## src/hw/rtl/dmsr_pkg.sv

```systemverilog
// Shared types and codes for the dual motor slew ramp drive.
package dmsr_pkg;

	// Operation codes carried on the input side band
	localparam logic [1:0] OP_SET  = 2'd0;
	localparam logic [1:0] OP_TICK = 2'd1;
	localparam logic [1:0] OP_STOP = 2'd2;

	// Motor direction codes
	localparam logic [1:0] DIR_RELEASE  = 2'd0;
	localparam logic [1:0] DIR_FORWARD  = 2'd1;
	localparam logic [1:0] DIR_BACKWARD = 2'd2;

	// Configuration register indexes
	localparam logic [2:0] CFG_SLEW_STEP    = 3'd0;
	localparam logic [2:0] CFG_MAX_SPEED    = 3'd1;
	localparam logic [2:0] CFG_MIN_SPEED    = 3'd2;
	localparam logic [2:0] CFG_INVERT_LEFT  = 3'd3;
	localparam logic [2:0] CFG_INVERT_RIGHT = 3'd4;

	// Result word layout widths
	localparam int unsigned RESULT_BITS = 40;

	// Control handed to each lane along with an accepted word
	typedef struct packed {
		logic       accept;
		logic       op_set;
		logic       op_tick;
		logic       op_stop;
		logic [7:0] slew_step;
		logic [7:0] max_speed;
	} lane_ctrl_t;

	// Drive settings used by the merging stage
	typedef struct packed {
		logic [7:0] min_speed;
		logic       invert_left;
		logic       invert_right;
	} drive_cfg_t;

endpackage

```

## src/hw/rtl/dmsr_lane.sv

```systemverilog
// One motor lane: goal register, level register, request clamp and slew ramp.
module dmsr_lane (
	input  logic                    clk,
	input  logic                    arst_n,
	input  dmsr_pkg::lane_ctrl_t    ctrl,
	input  logic signed [15:0]      request,
	output logic signed [8:0]       level_next
);

	logic signed [8:0]  goal_q;
	logic signed [8:0]  level_q;
	logic signed [8:0]  goal_clamped;
	logic signed [8:0]  level_ramped;
	logic signed [16:0] req_wide;
	logic signed [16:0] max_pos;
	logic signed [16:0] max_neg;
	logic signed [10:0] level_wide;
	logic signed [10:0] goal_wide;
	logic signed [10:0] step_wide;
	logic signed [10:0] up_sum;
	logic signed [10:0] down_sum;

	// Saturate the request to plus or minus the maximum speed.
	always_comb begin
		req_wide = {request[15], request};
		max_pos  = $signed({9'd0, ctrl.max_speed});
		max_neg  = -max_pos;
		if (req_wide > max_pos) begin
			goal_clamped = $signed({1'b0, ctrl.max_speed});
		end else if (req_wide < max_neg) begin
			goal_clamped = -$signed({1'b0, ctrl.max_speed});
		end else begin
			goal_clamped = request[8:0];
		end
	end

	// Move towards the goal by at most one step, stopping at the goal.
	always_comb begin
		level_wide = {{2{level_q[8]}}, level_q};
		goal_wide  = {{2{goal_q[8]}}, goal_q};
		step_wide  = $signed({3'd0, ctrl.slew_step});
		up_sum     = level_wide + step_wide;
		down_sum   = level_wide - step_wide;
		if (goal_wide > level_wide) begin
			level_ramped = (up_sum > goal_wide) ? goal_q : up_sum[8:0];
		end else if (goal_wide < level_wide) begin
			level_ramped = (down_sum < goal_wide) ? goal_q : down_sum[8:0];
		end else begin
			level_ramped = level_q;
		end
	end

	always_comb begin
		if (ctrl.op_tick) begin
			level_next = level_ramped;
		end else if (ctrl.op_stop) begin
			level_next = '0;
		end else begin
			level_next = level_q;
		end
	end

	always_ff @(posedge clk or negedge arst_n) begin
		if (!arst_n) begin
			goal_q  <= '0;
			level_q <= '0;
		end else if (ctrl.accept) begin
			level_q <= level_next;
			if (ctrl.op_set) begin
				goal_q <= goal_clamped;
			end else if (ctrl.op_stop) begin
				goal_q <= '0;
			end
		end
	end

endmodule

```

## src/hw/rtl/dmsr_merge.sv

```systemverilog
// Merging stage: turns both lane levels into duty and direction and packs the result word.
module dmsr_merge (
	input  dmsr_pkg::drive_cfg_t                 cfg,
	input  logic signed [8:0]                    left_level,
	input  logic signed [8:0]                    right_level,
	output logic [dmsr_pkg::RESULT_BITS-1:0]     result
);

	typedef struct packed {
		logic [7:0] duty;
		logic [1:0] dir;
	} drive_t;

	drive_t left_drv;
	drive_t right_drv;

	function automatic drive_t drive_motor(input logic signed [8:0] level, input logic inv,
			input logic [7:0] min_speed);
		drive_t            d;
		logic signed [9:0] v;
		logic signed [9:0] mag;
		v   = inv ? -{level[8], level} : {level[8], level};
		mag = (v < 0) ? -v : v;
		if (v == 10'sd0) begin
			d.duty = 8'd0;
			d.dir  = dmsr_pkg::DIR_RELEASE;
		end else begin
			// Magnitude never exceeds 255 since levels stay within range.
			d.duty = (mag[7:0] < min_speed) ? min_speed : mag[7:0];
			d.dir  = (v > 0) ? dmsr_pkg::DIR_FORWARD : dmsr_pkg::DIR_BACKWARD;
		end
		return d;
	endfunction

	always_comb begin
		left_drv  = drive_motor(left_level, cfg.invert_left, cfg.min_speed);
		right_drv = drive_motor(right_level, cfg.invert_right, cfg.min_speed);
		result    = {2'b00, right_level, left_level, right_drv.dir, right_drv.duty,
			left_drv.dir, left_drv.duty};
	end

endmodule

```

## src/hw/rtl/dual_motor_slew_ramp_drive.sv

```systemverilog
// Top level of the dual motor slew ramp drive: lanes, merging stage and output buffer.
//
//  Channel  | Direction | Handshake                | Payload
//  ---------+-----------+--------------------------+-----------------------------------------
//  s_axis   | in        | s_tvalid / s_tready      | s_tuser opcode, s_tdata requests
//  m_axis   | out       | m_tvalid / m_tready      | m_tdata duty, direction and levels
//  config   | in        | cfg_wr_en                | cfg_index, cfg_data
//
// One word is taken every cycle while s_tready is high; its result is ready in the output buffer on the next cycle.
// The two lane registers update at the edge that accepts a word, so a word can follow at once.
// A two-word output buffer lets the input keep taking words while a result waits downstream;
// s_tready drops only when both buffer entries hold results that have not been taken.
// Reset clears the goals and levels, empties the buffer and sets the configuration to its defaults.
module dual_motor_slew_ramp_drive (
	input  logic        clk,
	input  logic        arst_n,
	// Input stream
	input  logic        s_tvalid,
	output logic        s_tready,
	input  logic [31:0] s_tdata,   // [15:0] left_request, [31:16] right_request
	input  logic [1:0]  s_tuser,   // [1:0] opcode
	// Output stream
	output logic        m_tvalid,
	input  logic        m_tready,
	// [7:0] left_duty, [9:8] left_dir, [17:10] right_duty, [19:18] right_dir,
	// [28:20] left_now, [37:29] right_now, [39:38] zero
	output logic [39:0] m_tdata,
	// Configuration write port
	input  logic        cfg_wr_en,
	input  logic [2:0]  cfg_index,
	input  logic [7:0]  cfg_data
);

	logic [7:0] slew_step_q;
	logic [7:0] max_speed_q;
	logic [7:0] min_speed_q;
	logic       invert_left_q;
	logic       invert_right_q;

	logic                     accept;
	dmsr_pkg::lane_ctrl_t     lane_ctrl;
	dmsr_pkg::drive_cfg_t     drive_cfg;
	logic signed [8:0]        left_next;
	logic signed [8:0]        right_next;
	logic [dmsr_pkg::RESULT_BITS-1:0] result;

	// Output buffer: two entries, written at accept, read when downstream takes a word.
	logic [dmsr_pkg::RESULT_BITS-1:0] buf_q [2];
	logic       wr_ptr_q;
	logic       rd_ptr_q;
	logic [1:0] count_q;
	logic       pop;

	// Configuration registers; writes must arrive only while the block is idle (the block does not enforce this).
	always_ff @(posedge clk or negedge arst_n) begin
		if (!arst_n) begin
			slew_step_q    <= 8'd8;
			max_speed_q    <= 8'd255;
			min_speed_q    <= 8'd0;
			invert_left_q  <= 1'b0;
			invert_right_q <= 1'b0;
		end else if (cfg_wr_en) begin
			case (cfg_index)
				dmsr_pkg::CFG_SLEW_STEP:    slew_step_q    <= cfg_data;
				dmsr_pkg::CFG_MAX_SPEED:    max_speed_q    <= cfg_data;
				dmsr_pkg::CFG_MIN_SPEED:    min_speed_q    <= cfg_data;
				dmsr_pkg::CFG_INVERT_LEFT:  invert_left_q  <= cfg_data[0];
				dmsr_pkg::CFG_INVERT_RIGHT: invert_right_q <= cfg_data[0];
				default: begin
				end
			endcase
		end
	end

	assign s_tready = (count_q != 2'd2);
	assign accept   = s_tvalid && s_tready;
	assign m_tvalid = (count_q != 2'd0);
	assign pop      = m_tvalid && m_tready;
	assign m_tdata  = buf_q[rd_ptr_q];

	// Both lanes see the same operation; an unused opcode leaves goals and levels as they are but still buffers a result.
	always_comb begin
		lane_ctrl.accept    = accept;
		lane_ctrl.op_set    = (s_tuser == dmsr_pkg::OP_SET);
		lane_ctrl.op_tick   = (s_tuser == dmsr_pkg::OP_TICK);
		lane_ctrl.op_stop   = (s_tuser == dmsr_pkg::OP_STOP);
		lane_ctrl.slew_step = slew_step_q;
		lane_ctrl.max_speed = max_speed_q;
		drive_cfg.min_speed    = min_speed_q;
		drive_cfg.invert_left  = invert_left_q;
		drive_cfg.invert_right = invert_right_q;
	end

	dmsr_lane u_left_lane (
		.clk        (clk),
		.arst_n     (arst_n),
		.ctrl       (lane_ctrl),
		.request    ($signed(s_tdata[15:0])),
		.level_next (left_next)
	);

	dmsr_lane u_right_lane (
		.clk        (clk),
		.arst_n     (arst_n),
		.ctrl       (lane_ctrl),
		.request    ($signed(s_tdata[31:16])),
		.level_next (right_next)
	);

	dmsr_merge u_merge (
		.cfg         (drive_cfg),
		.left_level  (left_next),
		.right_level (right_next),
		.result      (result)
	);

	always_ff @(posedge clk or negedge arst_n) begin
		if (!arst_n) begin
			wr_ptr_q <= 1'b0;
			rd_ptr_q <= 1'b0;
			count_q  <= 2'd0;
		end else begin
			if (accept) begin
				wr_ptr_q <= ~wr_ptr_q;
			end
			if (pop) begin
				rd_ptr_q <= ~rd_ptr_q;
			end
			case ({accept, pop})
				2'b10:   count_q <= count_q + 2'd1;
				2'b01:   count_q <= count_q - 2'd1;
				default: count_q <= count_q;
			endcase
		end
	end

	always_ff @(posedge clk) begin
		if (accept) begin
			buf_q[wr_ptr_q] <= result;
		end
	end

endmodule
```

## config.mk

```make
export PLATFORM = sky130hd
export DESIGN_NAME = dual_motor_slew_ramp_drive
export DESIGN_NICKNAME = d
export VERILOG_FILES = /design/src/hw/rtl/dmsr_pkg.sv /design/src/hw/rtl/dmsr_lane.sv /design/src/hw/rtl/dmsr_merge.sv /design/src/hw/rtl/dual_motor_slew_ramp_drive.sv
export SDC_FILE = /design/constraint.sdc
export NUM_CORES = 1
export LEC_CHECK = 0
export BUFFER_PORTS_ARGS = -buffer_cell sky130_fd_sc_hd__clkbuf_2
export CORE_MARGIN = 2
export CORE_UTILIZATION = 32
export CTS_CLUSTER_DIAMETER = 200
export DETAILED_ROUTE_END_ITERATION = 8
export PLACE_DENSITY = 0.47
export SLEW_MARGIN = 5
export SYNTH_ARGS = -nofsm -noshare
export SYNTH_HDL_FRONTEND = slang
export SYNTH_SLANG_ARGS = --single-unit
```

## constraint.sdc

```tcl
create_clock -name clk -period 7.2 [get_ports clk]
set_input_delay 1.08 -clock clk [delete_from_list [all_inputs] [get_ports clk]]
set_output_delay 1.08 -clock clk [all_outputs]
set_load 0.05 [all_outputs]
```

==> results of run 1 <==
[layout make-up]
cell class	count	area, sq um
fillers	3940	23410
clock inverters	13	116.4
multi-input cells	1070	8583
repair buffers	193	1245
inverters	121	454.2
flip-flops and latches	142	3945
well taps	518	648.1
clock buffers	18	429.2
[kinds of logic after synthesis]
| kind of cell | share of synthesized area, % |
|---|---|
| buffers and inverters | 5.302 |
| adders and majority gates | 16.05 |
| xor gates and xnor gates | 3.532 |
| and+or+nand+nor | 15.59 |
| other | 0.02965 |
| DFF | 31.19 |
| muxes | 5.154 |
| AOI/OAI and AO/OA | 23.16 |
[registers in the layout, indices dropped and copies added, names as in the netlist]
signal and cells:
u_left_lane.goal_q 9, invert_left_q 1, wr_ptr_q 1, u_right_lane.goal_q 9
buf_q 76, count_q 2, max_speed_q 8, invert_right_q 1
u_left_lane.level_q 9, slew_step_q 8, min_speed_q 8, rd_ptr_q 1
u_right_lane.level_q 9
[repair_timing]
action                     in CTS  in global routing
buffers inserted                0                 14
pin swaps                       4                 51
gates cloned                    0                  1
resized for setup               9                 96
setup endpoints to repair      26                 32
[final timing paths]
path / start / endpoint / slack, ns / depth (start not counted)
worst max-delay path: slew_step_q[1] / buf_q[0][13] / 0.25 / 32
worst min-delay path: count_q[1] / count_q[1] / 0.50 / 1
worst max register to register: slew_step_q[1] / buf_q[0][13] / 0.25 / 32
worst min register to register: count_q[1] / count_q[1] / 0.50 / 1
max in group asynchronous: arst_n / u_right_lane.level_q[6] / 5.74 / 2
min in group asynchronous: arst_n / u_left_lane.goal_q[1] / 0.83 / 2
[metrics by stage]
stage	TNS, ns	setup slack [ns]	cells	instance area (sq um)
6_report	0	0.2480	2075	15420
5_1_grt	-0.3130	-0.05185	2075	15420
4_1_cts	0	0.002538	2061	14840
3_5_place_dp	-2.207	-0.2327	2030	14240
3_3_place_gp	0	0.0007940	2030	14240
2_1_floorplan	0	0.04019	1384	12660
[metal layers]
layer | track usage (%) | routed length (um)
met5 | 0 | 0
met4 | 7.117 | 1170
met2 | 32.88 | 19200
met3 | 2.857 | 1997
met1 | 27.33 | 19210
[critical path: cells and delay by family, from the launching register on]
kind,cells,cell delay (ns)
DFF,1,0.36
xor gates and xnor gates,1,0.26
buffers and inverters,6,0.61
and+or+nand+nor,7,1.50
adders and majority gates,4,1.15
AOI/OAI and AO/OA,14,2.80
[Yosys cell counts, types with 8 or more instances]
master	n
ha_1	155
inv_1	119
o21ai_0	100
nand2_1	99
nor2_1	80
edfxtp_1	76
a21oi_1	64
dfrtp_1	57
mux2_2	48
nor3_1	44
xnor2_1	42
clkbuf_1	39
a211oi_1	33
nand3_1	33
nand2b_1	23
o21a_1	22
nand4_1	20
a21o_1	15
a31oi_1	15
nor2b_1	15
o31ai_1	14
or3_1	13
o21bai_1	11
mux2i_1	10
o211ai_1	10
dfstp_2	9
nor4_1	9
xor2_1	9
a211o_1	8
buf_2	8
nor3b_1	8
o22ai_1	8
==> impl_metrics.ini, run 1 <==
[worst_setup_path]
crit_path_max_fanout = 5
cp_slowest_cell = or4_1
end_kind = flop
critical-path-max-stage-delay_ns = 0.55
cp.arrival_ns = 7.12
critPathRequiredTime_ns = 7.37
crit_path_start_kind = flop
cp_common_cell = inv_2
critical_path_class = reg -> reg

[cells_and_area]
syn_to_final_growth_pct = 21.92
final_common_cell = ha_1
antenna_cells = 0
post-route-util_pct = 39.72
most-common-layout-cells = ha_1, inv_1, buf_4
nets = 1754
drive_above_1_share_pct = 26.14

[synth]
synthArstFlopShare_pct = 46.48
syn-cell-area_sq_um = 12650
synth.distinct_cells = 107
synth_edf_count = 76
yosysWarnings = 0
yosysTopAreaCell = edfxtp_1
netlist_instances = 1383
synth_flop_cell = edfxtp_1
yosys.area.top_type_share_pct = 18.04
avgSynthCellArea_sq_um = 9.146
yosysSeqAreaShare_pct = 31.19
synth_area_leaders = edfxtp_1, ha_1, dfrtp_1
ys_seq_elements = 142

[sta]
finalCritPeriodShare_pct = 96.56
min_period_ns = 6.952
finClkSkew_ns = 0.01013
setup_viol = 0
tightest_slew_ns = 1.188
max_freq_mhz = 143.8
whs_ns = 0.4978
drv_slew = 0
hold_viol = 0
relSlewSlack_pct = 20.61

[floorplan]
fp.coreArea_sq_um = 38830
rows = 72
dieArea_sq_um = 41130
io_pins = 92
start_util_pct = 32.58
die_w_um = 202.8
die_h_um = 202.8

[clock_tree]
cts_max_path_buffers = 2
numCtsBuffers = 17
clkSinkCount = 142
path_clk_slew_ns = 0.07
cts_tree = yes
cts_root_buf = clkbuf_16
worstSkewPairLatency_ns = 0.43
htree_levels = 4
cts_hold_buf = 0

[run]
cap_violations = 0

[drt]
drt-pass1-iter-count = 5
drtIter0Drc = 835
ant_nets = 0
drc_errors = 0
wl_mm = 41.58
vias = 11410
vias_per_cell = 5.499
wl_per_cell_um = 20.04

[global_routing]
grt_start_max_net_pins = 67
grt_pass1_vias = 11150
grt_overflow_total = 0
grt_pass1_wl_mm = 64.22
grt_use_total_pct = 20.19
antenna_found_initial = 0

[hold_path]
hp-class = reg -> reg

[placed_design]
gp_congestion = 0.9798
port-buffer-count = 89
dp_hpwl_mm = 32.74

[run_status]
status = finished clean
Power of run 1 is not shown: default switching activity piles up to over one toggle a cycle in this logic, so the estimate is an artifact.
==> run 2: changes to the inputs <==
- clock period: 7.2 -> 5.6 ns (I/O delays scaled with it)
==> run 2 against run 1 <==
The flow now finishes with violations (setup timing). Setup slack worse by 1.3 ns. Count of clock-buffer cells in the layout grew 1. Die area unchanged. Sequential share of layout area down 3.6 points. Global-route usage rose by 1.4 points. Register-to-register slack worse by 1.3 ns. Utilization increased by 6.6 points. Fmax up 4.1%. Hold slack worse by 0.012 ns. First-iteration DRC count shrank 1.9%. Highest routed layer unchanged.
==> impl_metrics.ini, run 2 (synthesis gave the netlist of run 1 again) <==
[floorplan]
die_h_um = 202.8
dieArea_sq_um = 41130
rows = 72
fp.coreArea_sq_um = 38830
io_pins = 92
start_util_pct = 32.58
die_w_um = 202.8

[global_routing]
grt_pass1_vias = 12300
antenna_found_initial = 0
grt_start_max_net_pins = 67
grt_overflow_total = 0
grt_use_total_pct = 21.63
grt_pass1_wl_mm = 69.16

[worst_setup_path]
cp.arrival_ns = 6.87
cp_slowest_cell = dfrtp_1
worstReg2RegEnd = buf_q[1][13]
path_delay_family = compound AO/OA/AOI/OAI gates
ff2ff_setup_slack_ns = -1.08
endpoint = buf_q[1][13]
crit_start = u_right_lane.level_q[0]
critical_path_class = reg -> reg
cp.depth = 32
path_buf_inv = 4
end_kind = flop
critical-path-max-stage-delay_ns = 0.39
r2r-start = u_right_lane.level_q[0]
reg2reg_depth = 32
critPathRequiredTime_ns = 5.79
crit_path_start_kind = flop
crit_path_max_fanout = 5

[clock_tree]
numCtsBuffers = 17
cts_tree = yes
cts_root_buf = clkbuf_16
clkSinkCount = 142
cts_hold_buf = 0
htree_levels = 4
path_clk_slew_ns = 0.07
worstSkewPairLatency_ns = 0.44
cts_max_path_buffers = 2

[drt]
drc_errors = 0
ant_nets = 0
wl_mm = 44.32
vias_per_cell = 5.225
drt-pass1-iter-count = 9
wl_per_cell_um = 19.05
drtIter0Drc = 819
vias = 12160

[cells_and_area]
antenna_cells = 0
drive_above_1_share_pct = 40.13
most-common-layout-cells = buf_4, ha_1, inv_1
post-route-util_pct = 46.29
final_cell_area_sq_um = 17970
fin_cells = 2327
final_common_cell = buf_4
largest_register = buf_q
largest_reg_flops = 76
syn_to_final_growth_pct = 42.09
nets = 2005

[hold_path]
hp-class = in -> async

[sta]
max_freq_mhz = 149.7
hold_viol = 0
tightest_slew_ns = 1.141
relSlewSlack_pct = 23.76
rsz0062_at_grt = yes
drv_slew = 0
finClkSkew_ns = 0.01588
setup_viol = 34
layout_setup_ws_ns = -1.081
min_period_ns = 6.681
finalCritPeriodShare_pct = 119.3

[run_status]
status = finished with violations
violations = setup timing

[placed_design]
gp_congestion = 0.9423
dp_hpwl_mm = 34.92
dpl_cell_area_sq_um = 15980
port-buffer-count = 89
placedCellCount = 2234

[run]
cap_violations = 0
==> run 2: cell count changes in the layout (fill, tap and decap cells not counted), moves of 5 or more <==
cell,change
a211oi_1,-6
a21oi_1,-5
buf_4,+239
buf_6,+13
ha_1,-8
ha_4,+9
nor2_1,-9
nor2_4,+5
==> run 2: what timing repair did <==
action,4_1_cts,5_1_grt
pin swaps,80,59
gates resized for setup,106,79
endpoints found under the setup margin,36,36
setup buffers,49,14
==> run 2: final cells by class <==
class	instances	area [sq um]
clock buffer	19	432.9
clock inverter	13	162.7
fill	3749	20860
inverter	121	464.2
multi-input combinational	1070	9128
sequential	142	3948
tap	518	648.1
timing repair buffer	444	3189
==> run 2: per-stage QoR <==
step | TNS [ns] | hold slack [ns] | setup WS [ns]
2_1_floorplan | -24.48 | 0.4559 | -1.154
3_3_place_gp | -36.96 | 0.4726 | -1.285
3_5_place_dp | -39.54 | 0.4840 | -1.368
4_1_cts | -29.87 | 0.4935 | -1.015
5_1_grt | -39.93 | 0.5122 | -1.364
6_report | -30.22 | 0.4861 | -1.081
==> run 2: worst reg2reg max path: cells and delay by family (launching register included) <==
family	cells	cell delay [ns]
and+or+nand+nor	8	1.08
xor gates and xnor gates	1	0.12
AOI/OAI and AO/OA	14	3.22
adders and majority gates	5	1.33
buffers and inverters	4	0.28
DFF	1	0.39
==> run 2: metal layers <==
layer  up-vias  part of all wire [%]  GRT usage [%]
li1       6004                     -              -
met3        43                   3.7          2.087
met4         0                   1.7          6.022
met1      5826                    47          29.42
met2       286                    47          36.57
met5         -                     0              0
==> run 2: worst min path at each step <==
stage,from,end,slack [ns],cells after the start
after global placement,count_q[1],count_q[1],0.47,1
after CTS,count_q[1],count_q[1],0.49,1
after detailed placement,count_q[1],count_q[1],0.48,1
after global routing,count_q[1],count_q[1],0.51,1
final,arst_n,u_left_lane.goal_q[3],0.49,1
after floorplan,count_q[1],count_q[1],0.46,1
Power of run 2 is left out for the same reason.
==> run 3: changes to the inputs <==
- BUFFER_PORTS_ARGS: -buffer_cell sky130_fd_sc_hd__clkbuf_2 -> -buffer_cell sky130_fd_sc_hd__buf_2
- RECOVER_POWER: not set -> 100
- clock period: 5.6 -> 5.8 ns (I/O delays scaled with it)
==> run 3 against run 2 <==
The run ends with capacitance limit, slew limit, setup timing left. Count of clock-buffer cells in the layout unchanged. Via count down 0.33%. Register-to-register slack better by 0.12 ns. Fmax shrank 1.1%. Hold slack better by 0.00090 ns. Die area did not move. Wire length decreased by 0.99%. First-iteration DRC count rose by 13%. Cell area fell by 3.9%. Sequential cell count unchanged. Critical path type unchanged.
==> impl_metrics.ini, run 3 (synthesis gave the netlist of run 1 again) <==
[cells_and_area]
largest_register = buf_q
nets = 1968
regArea_sq_um = 3945
fin_cells = 2290
syn_to_final_growth_pct = 36.60
largest_reg_flops = 76
multi_input_comb_area_sq_um = 8856
drive_above_1_share_pct = 33.92
num-fill-cells = 3844
final_common_cell = buf_4
antenna_cells = 0
post-route-util_pct = 44.50
most-common-layout-cells = buf_4, ha_1, inv_1

[placed_design]
gp_congestion = 0.8722
dp_hpwl_mm = 34.58
placedCellCount = 2216
port-buffer-count = 89

[floorplan]
fp.coreArea_sq_um = 38830
die_h_um = 202.8
start_util_pct = 32.58
die_w_um = 202.8
rows = 72
io_pins = 92
dieArea_sq_um = 41130

[drt]
wl_mm = 43.88
vias = 12120
drt-pass1-iter-count = 5
vias_per_cell = 5.292
ant_nets = 0
drc_errors = 0
wl_per_cell_um = 19.16
drtIter0Drc = 926

[clock_tree]
cts_max_path_buffers = 2
cts_tree = yes
htree_levels = 4
worstSkewPairLatency_ns = 0.43
path_clk_slew_ns = 0.07
cts_root_buf = clkbuf_16
numCtsBuffers = 17
clkSinkCount = 142
cts_hold_buf = 0

[worst_setup_path]
crit_path_start_kind = flop
critPathRequiredTime_ns = 5.97
crit_path_max_fanout = 8
end_kind = flop
critical-path-max-stage-delay_ns = 0.40
cp.arrival_ns = 6.92
critical_path_class = reg -> reg
cp_slowest_cell = dfrtp_1

[run]
cap_violations = 4

[sta]
relSlewSlack_pct = -151.9
tightest_slew_ns = 3.779
drv_slew = 185
layout_setup_ws_ns = -0.9577
setup_viol = 34
rsz0062_at_grt = yes
whs_ns = 0.4870
min_period_ns = 6.758
finalSetupTns_ns = -25.63
finalCritPeriodShare_pct = 116.5
max_freq_mhz = 148.0
hold_viol = 0
finClkSkew_ns = 0.01263

[global_routing]
grt_pass1_vias = 11890
grt_start_max_net_pins = 67
grt_pass1_wl_mm = 67.78
grt_use_total_pct = 21.11
antenna_found_initial = 0
grt_overflow_total = 0

[run_status]
violations = capacitance limit, slew limit, setup timing
status = finished with violations

[hold_path]
hp-class = reg -> reg
[run 3: layer usage]
layer,up-vias,routed length [um],track usage [%]
li1,5933,-,-
met1,5864,20860,29.41
met2,269,20620,35.26
met3,53,1522,1.830
met4,0,874,5.292
met5,-,0,0
[run 3: area by class of cell]
class                   instances  area share [%]
clock buffers                  19           2.506
multi-input cells            1070           51.26
well taps                     518           3.751
flip-flops and latches        142           22.83
clock inverters                13          0.8111
inverters                     121           2.672
repair buffers                407           16.17
[run 3: repair_timing]
action	CTS	global route
buffers inserted	32	10
gates resized for setup	68	72
pin swaps	60	47
setup endpoints to repair	34	34
[run 3: worst paths after layout]
path | from | endpoint | slack [ns] | depth (start not counted)
min in group asynchronous | arst_n | u_left_lane.goal_q[3] | 1.84 | 2
worst max-delay path | u_right_lane.level_q[0] | buf_q[1][15] | -0.96 | 33
worst max register to register | u_right_lane.level_q[0] | buf_q[1][15] | -0.96 | 33
max in group asynchronous | arst_n | min_speed_q[1] | 1.83 | 2
worst min register to register | count_q[1] | count_q[1] | 0.49 | 1
worst min-delay path | count_q[1] | count_q[1] | 0.49 | 1
[run 3: critical path, delay by kind of cell, from the launching register on]
kind	cells	cell delay, ns
AND/OR/NAND/NOR	5	0.79
adder cells (fa/ha/maj)	5	1.09
buffers and inverters	6	0.54
XOR/XNOR	1	0.13
AO/OA/AOI/OAI	16	3.55
flip-flops	1	0.40
[run 3: per-stage QoR]
step	setup WS (ns)	instance area [sq um]
after detailed placement	-1.251	15830
final	-0.9577	17280
after global routing	-1.221	17280
after CTS	-0.8948	16940
after floorplan	-0.9539	12880
after global placement	-1.133	15830
Power of run 3 is left out for the same reason.
